[src/design/assert_macros.svh]
// Assertion macros shared by the design files.
// Depends on nothing; the bodies are empty when SYNTH is defined.
`ifndef ASSERT_MACROS_SVH
`define ASSERT_MACROS_SVH
`ifndef SYNTH
`define ASSERT_IMPLIES(label, clk, rst_n, a, b) \
    label: assert property (@(posedge clk) disable iff (!rst_n) (a) |-> (b)) \
        else $error("assertion failed");
`define ASSERT_NEXT(label, clk, rst_n, a, b) \
    label: assert property (@(posedge clk) disable iff (!rst_n) (a) |=> (b)) \
        else $error("assertion failed");
`else
`define ASSERT_IMPLIES(label, clk, rst_n, a, b)
`define ASSERT_NEXT(label, clk, rst_n, a, b)
`endif
`endif

[src/design/nntb_pkg.sv]
// Package for the nearest-neighbor tour builder: payload types, sizes, commands.
// Depends on nothing.
package nntb_pkg;
    localparam int MaxPoints = 32;
    localparam int IdxW = $clog2(MaxPoints);
    localparam int CntW = $clog2(MaxPoints + 1);

    localparam logic OP_LOAD = 1'b0;
    localparam logic OP_RUN  = 1'b1;

    typedef struct packed {
        logic               opcode;
        logic [15:0]        city_label;
        logic signed [15:0] coord_x;
        logic signed [15:0] coord_y;
    } t_in;

    typedef struct packed {
        logic [4:0]  position;
        logic [15:0] tour_label;
        logic [16:0] leg_length;
        logic [21:0] running_length;
        logic        is_last;
        logic        error;
    } t_out;

    // Commands from controller to datapath.
    typedef struct packed {
        logic            load;       // write input city at city count
        logic            clr_count;  // clear city count
        logic            rd;         // read cities a and b from store
        logic [IdxW-1:0] rd_a;
        logic [IdxW-1:0] rd_b;
        logic            dist_start; // start distance unit on read data
    } t_cmd;

    typedef struct packed {
        logic [CntW-1:0] count;
        logic            dist_done;
        logic [16:0]     dist_val;
        logic [15:0]     label_a;
    } t_sts;
endpackage

[src/design/nearest_neighbor_tour_builder_core.sv]
// Channel | Direction | Handshake          | Payload
// input   | in        | i_valid / o_ready  | nntb_pkg::t_in
// output  | out       | o_valid / i_ready  | nntb_pkg::t_out
// A load transaction writes one city while the store is not full. A run with
// N cities evaluates about N*N/2 + N distances in the shared distance unit
// (absolute value, multiply, sum and a 17-step root), and steps over each
// visited city without starting a distance.
// Reset clears the city count, the controller and the output valid flag.
// A stalled output holds the run where it is.
// Depends on nntb_pkg, nntb_ctrl, nntb_datapath and assert_macros.svh.
`include "assert_macros.svh"
module nearest_neighbor_tour_builder_core (
    input  logic           i_clk,
    input  logic           i_rst_n,
    input  logic           i_valid,
    output logic           o_ready,
    input  nntb_pkg::t_in  i_data,
    output logic           o_valid,
    input  logic           i_ready,
    output nntb_pkg::t_out o_data
);
    nntb_pkg::t_cmd cmd;
    nntb_pkg::t_sts sts;

    nntb_ctrl u_ctrl (
        .i_clk, .i_rst_n, .i_valid, .i_in(i_data), .o_ready,
        .o_valid, .i_ready, .o_out(o_data), .o_cmd(cmd), .i_sts(sts)
    );

    nntb_datapath u_dp (
        .i_clk, .i_rst_n, .i_in(i_data), .i_cmd(cmd), .o_sts(sts)
    );

    `ASSERT_IMPLIES(a_no_accept_busy, i_clk, i_rst_n, o_valid, !o_ready)
    `ASSERT_IMPLIES(a_err_last, i_clk, i_rst_n, o_valid && o_data.error, o_data.is_last)
    `ASSERT_NEXT(a_run_clears, i_clk, i_rst_n, i_valid && o_ready && i_data.opcode, sts.count == '0)
endmodule

[src/design/nntb_datapath.sv]
// Datapath: city store memories, squared distance and iterative rounded root.
// Depends on nntb_pkg.
module nntb_datapath (
    input  logic            i_clk,
    input  logic            i_rst_n,
    input  nntb_pkg::t_in   i_in,
    input  nntb_pkg::t_cmd  i_cmd,
    output nntb_pkg::t_sts  o_sts
);
    logic [15:0] r_xs [nntb_pkg::MaxPoints];
    logic [15:0] r_ys [nntb_pkg::MaxPoints];
    logic [15:0] r_ls [nntb_pkg::MaxPoints];
    logic [nntb_pkg::CntW-1:0] r_count;
    logic signed [15:0] r_xa, r_ya, r_xb, r_yb;
    logic [15:0] r_la;
    logic [16:0] r_ux, r_uy;
    logic [33:0] r_sx, r_sy;
    logic [33:0] r_s;
    logic [34:0] r_rem;
    logic [17:0] r_root;
    logic [4:0]  r_step;
    logic [2:0]  r_ph;
    logic [16:0] r_dist;
    logic        r_done;
    logic signed [16:0] dx, dy;
    logic [36:0] trial;
    logic [36:0] rem_sh;

    always_ff @(posedge i_clk) begin
        if (i_cmd.load && r_count != nntb_pkg::CntW'(nntb_pkg::MaxPoints)) begin
            r_xs[r_count[nntb_pkg::IdxW-1:0]] <= i_in.coord_x;
            r_ys[r_count[nntb_pkg::IdxW-1:0]] <= i_in.coord_y;
            r_ls[r_count[nntb_pkg::IdxW-1:0]] <= i_in.city_label;
        end
        if (i_cmd.rd) begin
            r_xa <= r_xs[i_cmd.rd_a];
            r_ya <= r_ys[i_cmd.rd_a];
            r_la <= r_ls[i_cmd.rd_a];
        end
    end

    always_ff @(posedge i_clk) begin
        if (i_cmd.rd) begin
            r_xb <= r_xs[i_cmd.rd_b];
            r_yb <= r_ys[i_cmd.rd_b];
        end
    end

    assign dx = 17'(r_xa) - 17'(r_xb);
    assign dy = 17'(r_ya) - 17'(r_yb);
    assign rem_sh = {r_rem, r_s[33:32]};
    assign trial  = {17'd0, r_root, 2'b01};

    always_ff @(posedge i_clk) begin
        if (!i_rst_n) begin
            r_count <= '0;
            r_ph    <= '0;
            r_done  <= 1'b0;
        end else begin
            r_done <= 1'b0;
            if (i_cmd.clr_count) begin
                r_count <= '0;
            end else if (i_cmd.load && r_count != nntb_pkg::CntW'(nntb_pkg::MaxPoints)) begin
                r_count <= r_count + 1'b1;
            end
            case (r_ph)
                3'd0: begin
                    if (i_cmd.dist_start) begin
                        r_ph <= 3'd1;
                    end
                end
                3'd1: begin
                    r_ux <= dx[16] ? 17'(-dx) : 17'(dx);
                    r_uy <= dy[16] ? 17'(-dy) : 17'(dy);
                    r_ph <= 3'd2;
                end
                3'd2: begin
                    r_sx <= r_ux * r_ux;
                    r_sy <= r_uy * r_uy;
                    r_ph <= 3'd3;
                end
                3'd3: begin
                    r_s    <= r_sx + r_sy;
                    r_rem  <= '0;
                    r_root <= '0;
                    r_step <= '0;
                    r_ph   <= 3'd4;
                end
                3'd4: begin
                    r_s <= {r_s[31:0], 2'b00};
                    if (rem_sh >= trial) begin
                        r_rem  <= 35'(rem_sh - trial);
                        r_root <= {r_root[16:0], 1'b1};
                    end else begin
                        r_rem  <= 35'(rem_sh);
                        r_root <= {r_root[16:0], 1'b0};
                    end
                    r_step <= r_step + 1'b1;
                    if (r_step == 5'd16) begin
                        r_ph <= 3'd5;
                    end
                end
                3'd5: begin
                    r_dist <= (r_rem > 35'(r_root)) ? 17'(r_root + 1'b1) : 17'(r_root);
                    r_done <= 1'b1;
                    r_ph   <= 3'd0;
                end
                default: r_ph <= 3'd0;
            endcase
        end
    end

    assign o_sts.count     = r_count;
    assign o_sts.dist_done = r_done;
    assign o_sts.dist_val  = r_dist;
    assign o_sts.label_a   = r_la;
endmodule

[src/design/nntb_ctrl.sv]
// Controller: sequences loads, the nearest-neighbor search and tour emission.
// Depends on nntb_pkg.
module nntb_ctrl (
    input  logic            i_clk,
    input  logic            i_rst_n,
    input  logic            i_valid,
    input  nntb_pkg::t_in   i_in,
    output logic            o_ready,
    output logic            o_valid,
    input  logic            i_ready,
    output nntb_pkg::t_out  o_out,
    output nntb_pkg::t_cmd  o_cmd,
    input  nntb_pkg::t_sts  i_sts
);
    localparam int IW = nntb_pkg::IdxW;
    localparam int CW = nntb_pkg::CntW;

    typedef enum logic [3:0] {
        S_IDLE, S_FREAD, S_FWAIT, S_SREAD, S_SWAIT, S_EADDR, S_EREAD, S_EWAIT, S_OUT
    } t_state;

    t_state r_state;
    logic [CW-1:0] r_n;
    logic [IW-1:0] r_cur, r_j, r_best, r_pos;
    logic [16:0]   r_bestd;
    logic          r_found;
    logic [nntb_pkg::MaxPoints-1:0] r_vis;
    logic [IW-1:0] r_tour [nntb_pkg::MaxPoints];
    logic [IW-1:0] r_ta, r_tb;
    logic [21:0]   r_run;
    logic          r_valid;
    nntb_pkg::t_out r_out;
    logic          accept_in;
    logic          last_j;
    logic [CW-1:0] pos1;

    assign o_ready   = (r_state == S_IDLE) && !r_valid;
    assign accept_in = i_valid && o_ready;
    assign last_j    = (CW'(r_j) + 1'b1 == r_n);
    assign pos1      = CW'(r_pos) + 1'b1;

    always_comb begin
        o_cmd = '0;
        o_cmd.load      = accept_in && i_in.opcode == nntb_pkg::OP_LOAD;
        o_cmd.clr_count = accept_in && i_in.opcode == nntb_pkg::OP_RUN;
        o_cmd.rd_a      = r_cur;
        o_cmd.rd_b      = r_j;
        o_cmd.rd = (r_state == S_FREAD) || (r_state == S_SREAD);
        o_cmd.dist_start = o_cmd.rd;
        if (r_state == S_EREAD) begin
            o_cmd.rd   = 1'b1;
            o_cmd.rd_a = r_ta;
            o_cmd.rd_b = r_tb;
            o_cmd.dist_start = 1'b1;
        end
    end

    always_ff @(posedge i_clk) begin
        if (r_state == S_EADDR) begin
            r_ta <= r_tour[r_pos];
            r_tb <= (pos1 == r_n) ? r_tour[0] : r_tour[pos1[IW-1:0]];
        end
    end

    always_ff @(posedge i_clk) begin
        if (!i_rst_n) begin
            r_state <= S_IDLE;
            r_valid <= 1'b0;
            r_vis   <= '0;
        end else begin
            if (r_valid && i_ready) begin
                r_valid <= 1'b0;
            end
            case (r_state)
                S_IDLE: begin
                    if (accept_in && i_in.opcode == nntb_pkg::OP_RUN) begin
                        r_n <= i_sts.count;
                        r_vis <= '0;
                        if (i_sts.count < CW'(2)) begin
                            r_out.position       <= '0;
                            r_out.tour_label     <= '0;
                            r_out.leg_length     <= '0;
                            r_out.running_length <= '0;
                            r_out.is_last        <= 1'b1;
                            r_out.error          <= 1'b1;
                            r_valid <= 1'b1;
                        end else begin
                            r_cur <= '0;
                            r_j   <= IW'(1);
                            r_found <= 1'b0;
                            r_state <= S_FREAD;
                        end
                    end
                end
                S_FREAD: r_state <= S_FWAIT;
                S_FWAIT: begin
                    if (i_sts.dist_done) begin
                        if (!r_found || i_sts.dist_val < r_bestd) begin
                            r_bestd <= i_sts.dist_val;
                            r_best  <= r_j;
                        end
                        r_found <= 1'b1;
                        if (last_j) begin
                            r_pos <= '0;
                            r_state <= S_SWAIT;
                            r_j <= '0;
                        end else begin
                            r_j <= r_j + 1'b1;
                            r_state <= S_FREAD;
                        end
                    end
                end
                S_SREAD: r_state <= S_SWAIT;
                S_SWAIT: begin
                    if (r_j == '0 && !o_cmd.rd && r_found) begin
                        // Commit the chosen city and begin the next step.
                        r_tour[r_pos] <= r_best;
                        r_vis[r_best] <= 1'b1;
                        r_cur <= r_best;
                        r_found <= 1'b0;
                        if (pos1 == r_n) begin
                            r_pos <= '0;
                            r_run <= '0;
                            r_state <= S_EADDR;
                        end else begin
                            r_pos <= pos1[IW-1:0];
                            r_j <= '0;
                            r_state <= (r_vis[0] || r_best == '0) ? S_SWAIT : S_SREAD;
                        end
                    end else if (i_sts.dist_done || r_vis[r_j]) begin
                        if (i_sts.dist_done &&
                            (!r_found || i_sts.dist_val < r_bestd)) begin
                            r_bestd <= i_sts.dist_val;
                            r_best  <= r_j;
                        end
                        if (i_sts.dist_done) r_found <= 1'b1;
                        if (last_j) begin
                            r_j <= '0;
                        end else begin
                            r_j <= r_j + 1'b1;
                            r_state <= r_vis[IW'(r_j + 1'b1)] ? S_SWAIT : S_SREAD;
                        end
                    end
                end
                S_EADDR: begin
                    r_state <= S_EREAD;
                end
                S_EREAD: begin
                    r_state <= S_EWAIT;
                end
                S_EWAIT: begin
                    if (i_sts.dist_done) begin
                        r_out.position       <= 5'(r_pos);
                        r_out.tour_label     <= i_sts.label_a;
                        r_out.leg_length     <= i_sts.dist_val;
                        r_out.running_length <= r_run + 22'(i_sts.dist_val);
                        r_out.is_last        <= (pos1 == r_n);
                        r_out.error          <= 1'b0;
                        r_run   <= r_run + 22'(i_sts.dist_val);
                        r_valid <= 1'b1;
                        r_state <= S_OUT;
                    end
                end
                S_OUT: begin
                    if (r_valid && i_ready) begin
                        if (pos1 == r_n) begin
                            r_vis   <= '0;
                            r_state <= S_IDLE;
                        end else begin
                            r_pos   <= pos1[IW-1:0];
                            r_state <= S_EADDR;
                        end
                    end
                end
                default: r_state <= S_IDLE;
            endcase
        end
    end

    assign o_valid = r_valid;
    assign o_out   = r_out;
endmodule
[config.mk]
export PLATFORM = sky130hd
export DESIGN_NAME = nearest_neighbor_tour_builder_core
export DESIGN_NICKNAME = d
export VERILOG_FILES = /design/src/design/nntb_pkg.sv /design/src/design/nearest_neighbor_tour_builder_core.sv /design/src/design/nntb_datapath.sv /design/src/design/nntb_ctrl.sv
export VERILOG_INCLUDE_DIRS = /design/src /design/src/design
export SDC_FILE = /design/constraint.sdc
export NUM_CORES = 2
export LEC_CHECK = 0
export BUFFER_PORTS_ARGS = -buffer_cell sky130_fd_sc_hd__buf_2
export CAP_MARGIN = 10
export CORE_ASPECT_RATIO = 1.75
export CORE_MARGIN = 5
export CORE_UTILIZATION = 28
export DETAILED_ROUTE_END_ITERATION = 6
export MAX_ROUTING_LAYER = met4
export PLACE_DENSITY = 0.42
export SYNTH_ARGS = -nofsm -noshare
export SYNTH_HDL_FRONTEND = slang
export SYNTH_SLANG_ARGS = --single-unit
[constraint.sdc]
create_clock -name i_clk -period 9.43 [get_ports i_clk]
set_clock_uncertainty 0.05 [all_clocks]
set_input_delay 0.943 -clock i_clk [delete_from_list [all_inputs] [get_ports i_clk]]
set_output_delay 0.943 -clock i_clk [all_outputs]
set_load 0.05 [all_outputs]
==> run_results.csv <==
group,metric,value,unit
place,gp_congestion,0.810,
finish,layout_common_cells,"2123 x edfxtp_1, 1027 x nand2_1, 743 x mux4_2",
die,core-area,409000,sq um
finish,fin_nets,8819,
sta,finalHoldViolations,0,
route,avgViaCountPerCell,4.96,
sta,period_minus_slack,7.32,ns
global_route,grt_overflow,0,
yosys,yosys_warnings,0,
power,power_density,157,nW/um^2
die,fp.dieH,857,um
clocking,root_buffer,"clkbuf_16",
die,dieWidth,494,um
finish,drive_gt1_share,17.7,%
clocking,clock_latency,0.91,ns
sta,tns,0,ns
yosys,synth_top_area_share,55.5,%
sta,slew_viol_final,0,
clocking,post_cts_buffers,0,
power,total_power,20.3,mW
yosys,synthCells,7934,
finish,final_common_cell,"edfxtp_1",
yosys,synth_nets,8719,
yosys,async_flop_share,0,%
job,maxCapViolCount,0,
power,p_leak,45.5,nW
route,ant_nets,0,
sta,slew-limit-headroom,22.7,%
sta,grt_setup_unrepaired,"no",
yosys,syn_avg_cell_area,14.5,sq um
global_route,antenna_found_initial,26,
clocking,numCtsBuffers,220,
global_route,grt_first_pass_wirelength,526,mm
sta,fin_ws,2.11,ns
place,hpwl,227,mm
yosys,ys_top_cells_by_area,"edfxtp_1 56%, mux4_2 15%, fa_1 6.7%",
place,dpl_cell_area,122000,sq um
clocking,h-tree-depth,4,
route,via_count,67900,
clocking,cts_tree,"built",
yosys,synth-seq-cells,2170,
sta,maxClockFrequency,0.137,GHz
finish,n_fill_cell,40200,
die,rows,311,
route,wl_per_cell,26.6,um
route,routed_wl,365,mm
worst_setup_path,path_max_fanout,17,
status,outcome,"finished, final reports clean",
sta,worst_pin_slew,1.16,ns
yosys,post_synth_num_cell_types,98,
die,die_area,423000,sq um
worst_setup_path,cp.arrival,7.82,ns
yosys,yosys.area.top_type,"edfxtp_1",
worst_setup_path,cp-start-kind,"flop",
clocking,clock_sinks,2170,
route,drc_errors,0,
global_route,grt_max_degree,108,
yosys,synth_edf_count,2123,
finish,fin_area,130000,sq um
place,portBuffers,116,
worst_hold_path,holdCritPathClass,"input pin to flop",
clocking,hold_buffers,0,
place,place_ws,1.98,ns
power,irDropWorstVdd,0.154,mV
yosys,ys.flop_type,"edfxtp_1",
route,drtIter0Drc,4370,
die,io_pins,117,
yosys,synth-seq-area-share,56.4,%
worst_setup_path,worstSetupPathType,"flop to flop",
yosys,syn_area,115000,sq um
worst_setup_path,cp-end-kind,"flop",
clocking,cts_buffer_depth,4,
sta,setup_viol,0,
clocking,cts-resized-gates,0,
finish,areaGrowthSynthToFinish,13.1,%
die,start_util,28.1,%
sta,min_period_over_period,77.6,%
worst_setup_path,required,9.93,ns
global_route,grt_usage,17.5,%
global_route,grt_pass1_vias,74000,
route,dr.pass1.iters,5,
clocking,clk_pin_slew,0.06,ns
==> worst paths after layout <==
kind | from | end | slack (ns) | cells past startpoint
worst min-delay path | i_ready | u_ctrl.o_valid | 0.41 | 3
worst min register to register | u_ctrl.r_vis[30] | u_ctrl.r_vis[30] | 0.45 | 2
worst max register to register | u_dp.r_ux[2] | u_dp.r_sx[31] | 2.11 | 21
worst max-delay path | u_dp.r_ux[2] | u_dp.r_sx[31] | 2.11 | 21
==> registers in the layout, summed over array words and instances, names as in the netlist, 17 cells and up <==
| register | flops |
|---|---|
| u_dp.r_ux | 17 |
| u_ctrl.r_run | 22 |
| u_dp.r_s | 34 |
| u_ctrl.o_out | 62 |
| u_dp.r_sy | 33 |
| u_ctrl.r_tour | 160 |
| u_dp.r_rem | 35 |
| u_dp.r_xs | 512 |
| u_dp.r_ys | 512 |
| u_ctrl.r_vis | 32 |
| u_dp.r_root | 18 |
| u_ctrl.r_bestd | 17 |
| u_dp.r_ls | 512 |
| u_dp.r_uy | 17 |
| u_dp.r_dist | 17 |
| u_dp.r_sx | 33 |
==> area by class of cell <==
cell class | count | area [sq um] | share of cell area (%)
Sequential cell | 2170 | 64700 | 49.8
Multi-Input combinational cell | 4679 | 46400 | 35.7
Tap cell | 5477 | 6850 | 5.28
Clock buffer | 256 | 5680 | 4.38
Inverter | 698 | 2620 | 2.02
Timing Repair Buffer | 265 | 1890 | 1.45
Clock inverter | 138 | 1650 | 1.27
Antenna cell | 14 | 35.0 | 0.0270
==> worst max-delay path, cell delays in order (launching register included) <==
cell and delay [ns]:
edfxtp_1 0.95, inv_1 0.26, nor2_1 0.37, inv_1 0.11, fa_1 0.42, inv_1 0.06, ha_1 0.13, inv_1 0.05
fa_1 0.48, fa_1 0.55, inv_1 0.05, fa_1 0.49, fa_1 0.43, ha_1 0.40, nand4_1 0.16, nor3_2 0.25
o41ai_2 0.15, o41ai_2 0.58, a41oi_2 0.25, o41ai_4 0.53, a2111o_1 0.22, o311ai_2 0.10
==> synthesized netlist by cell type (17+ instances only) <==
| library cell | instances |
|---|---|
| edfxtp_1 | 2123 |
| nand2_1 | 1027 |
| mux4_2 | 743 |
| inv_1 | 697 |
| nand3_1 | 447 |
| fa_1 | 383 |
| ha_1 | 349 |
| nor2_1 | 339 |
| clkbuf_1 | 250 |
| a21oi_1 | 214 |
| xnor2_1 | 153 |
| and2_1 | 151 |
| o21ai_0 | 133 |
| buf_2 | 80 |
| nor3_1 | 65 |
| xor2_1 | 64 |
| a21o_1 | 55 |
| buf_1 | 53 |
| dfxtp_1 | 47 |
| nor2b_1 | 47 |
| o21ai_1 | 47 |
| o21a_1 | 34 |
| and3_1 | 29 |
| mux2i_1 | 28 |
| nand2b_1 | 24 |
| a211oi_1 | 23 |
| or3_1 | 21 |
| nand4_1 | 20 |
| a31oi_1 | 19 |
| o31ai_1 | 18 |
| o211ai_1 | 17 |
==> metal layers <==
metal / up-vias / wire length, um / track usage (%)
met3: 579 / 12100 / 1.63
met4: 0 / 13400 / 5.57
li1: 29600 / - / -
met2: 1574 / 206000 / 33.6
met1: 36200 / 133000 / 18.7
met5: - / 0 / -
==> cells by family (layout without fill, tap and decap cells) <==
kind of cell / Yosys count / count (layout) / synth area share, %
buf+inv: 1085 / 1357 / 3.65
simple gates: 2262 / 2262 / 8.96
other cells: 0 / 14 / 0
xor+xnor: 218 / 218 / 1.68
mux: 784 / 784 / 15.0
compound gates: 683 / 683 / 3.82
flops: 2170 / 2170 / 56.4
fa+ha+maj: 732 / 732 / 10.5
==> power breakdown <==
part / leakage [nW] / internal (mW) / switching [mW] / total [mW]
sequential: 19.5 / 10.6 / 0.0128 / 10.6
clock: 3.56 / 5.29 / 3.93 / 9.22
combinational: 22.4 / 0.157 / 0.357 / 0.515
total: 45.5 / 16.0 / 4.30 / 20.3
==> through the flow <==
step	util [%]	cells	hold slack [ns]
detailed placement	29.9	13300	0.429
global route	31.7	13700	0.360
global placement	29.9	13300	0.410
floorplan	-	7934	0.356
CTS	31.7	13700	0.297
finish	31.7	13700	0.410
(Power assumes the default switching activity.)
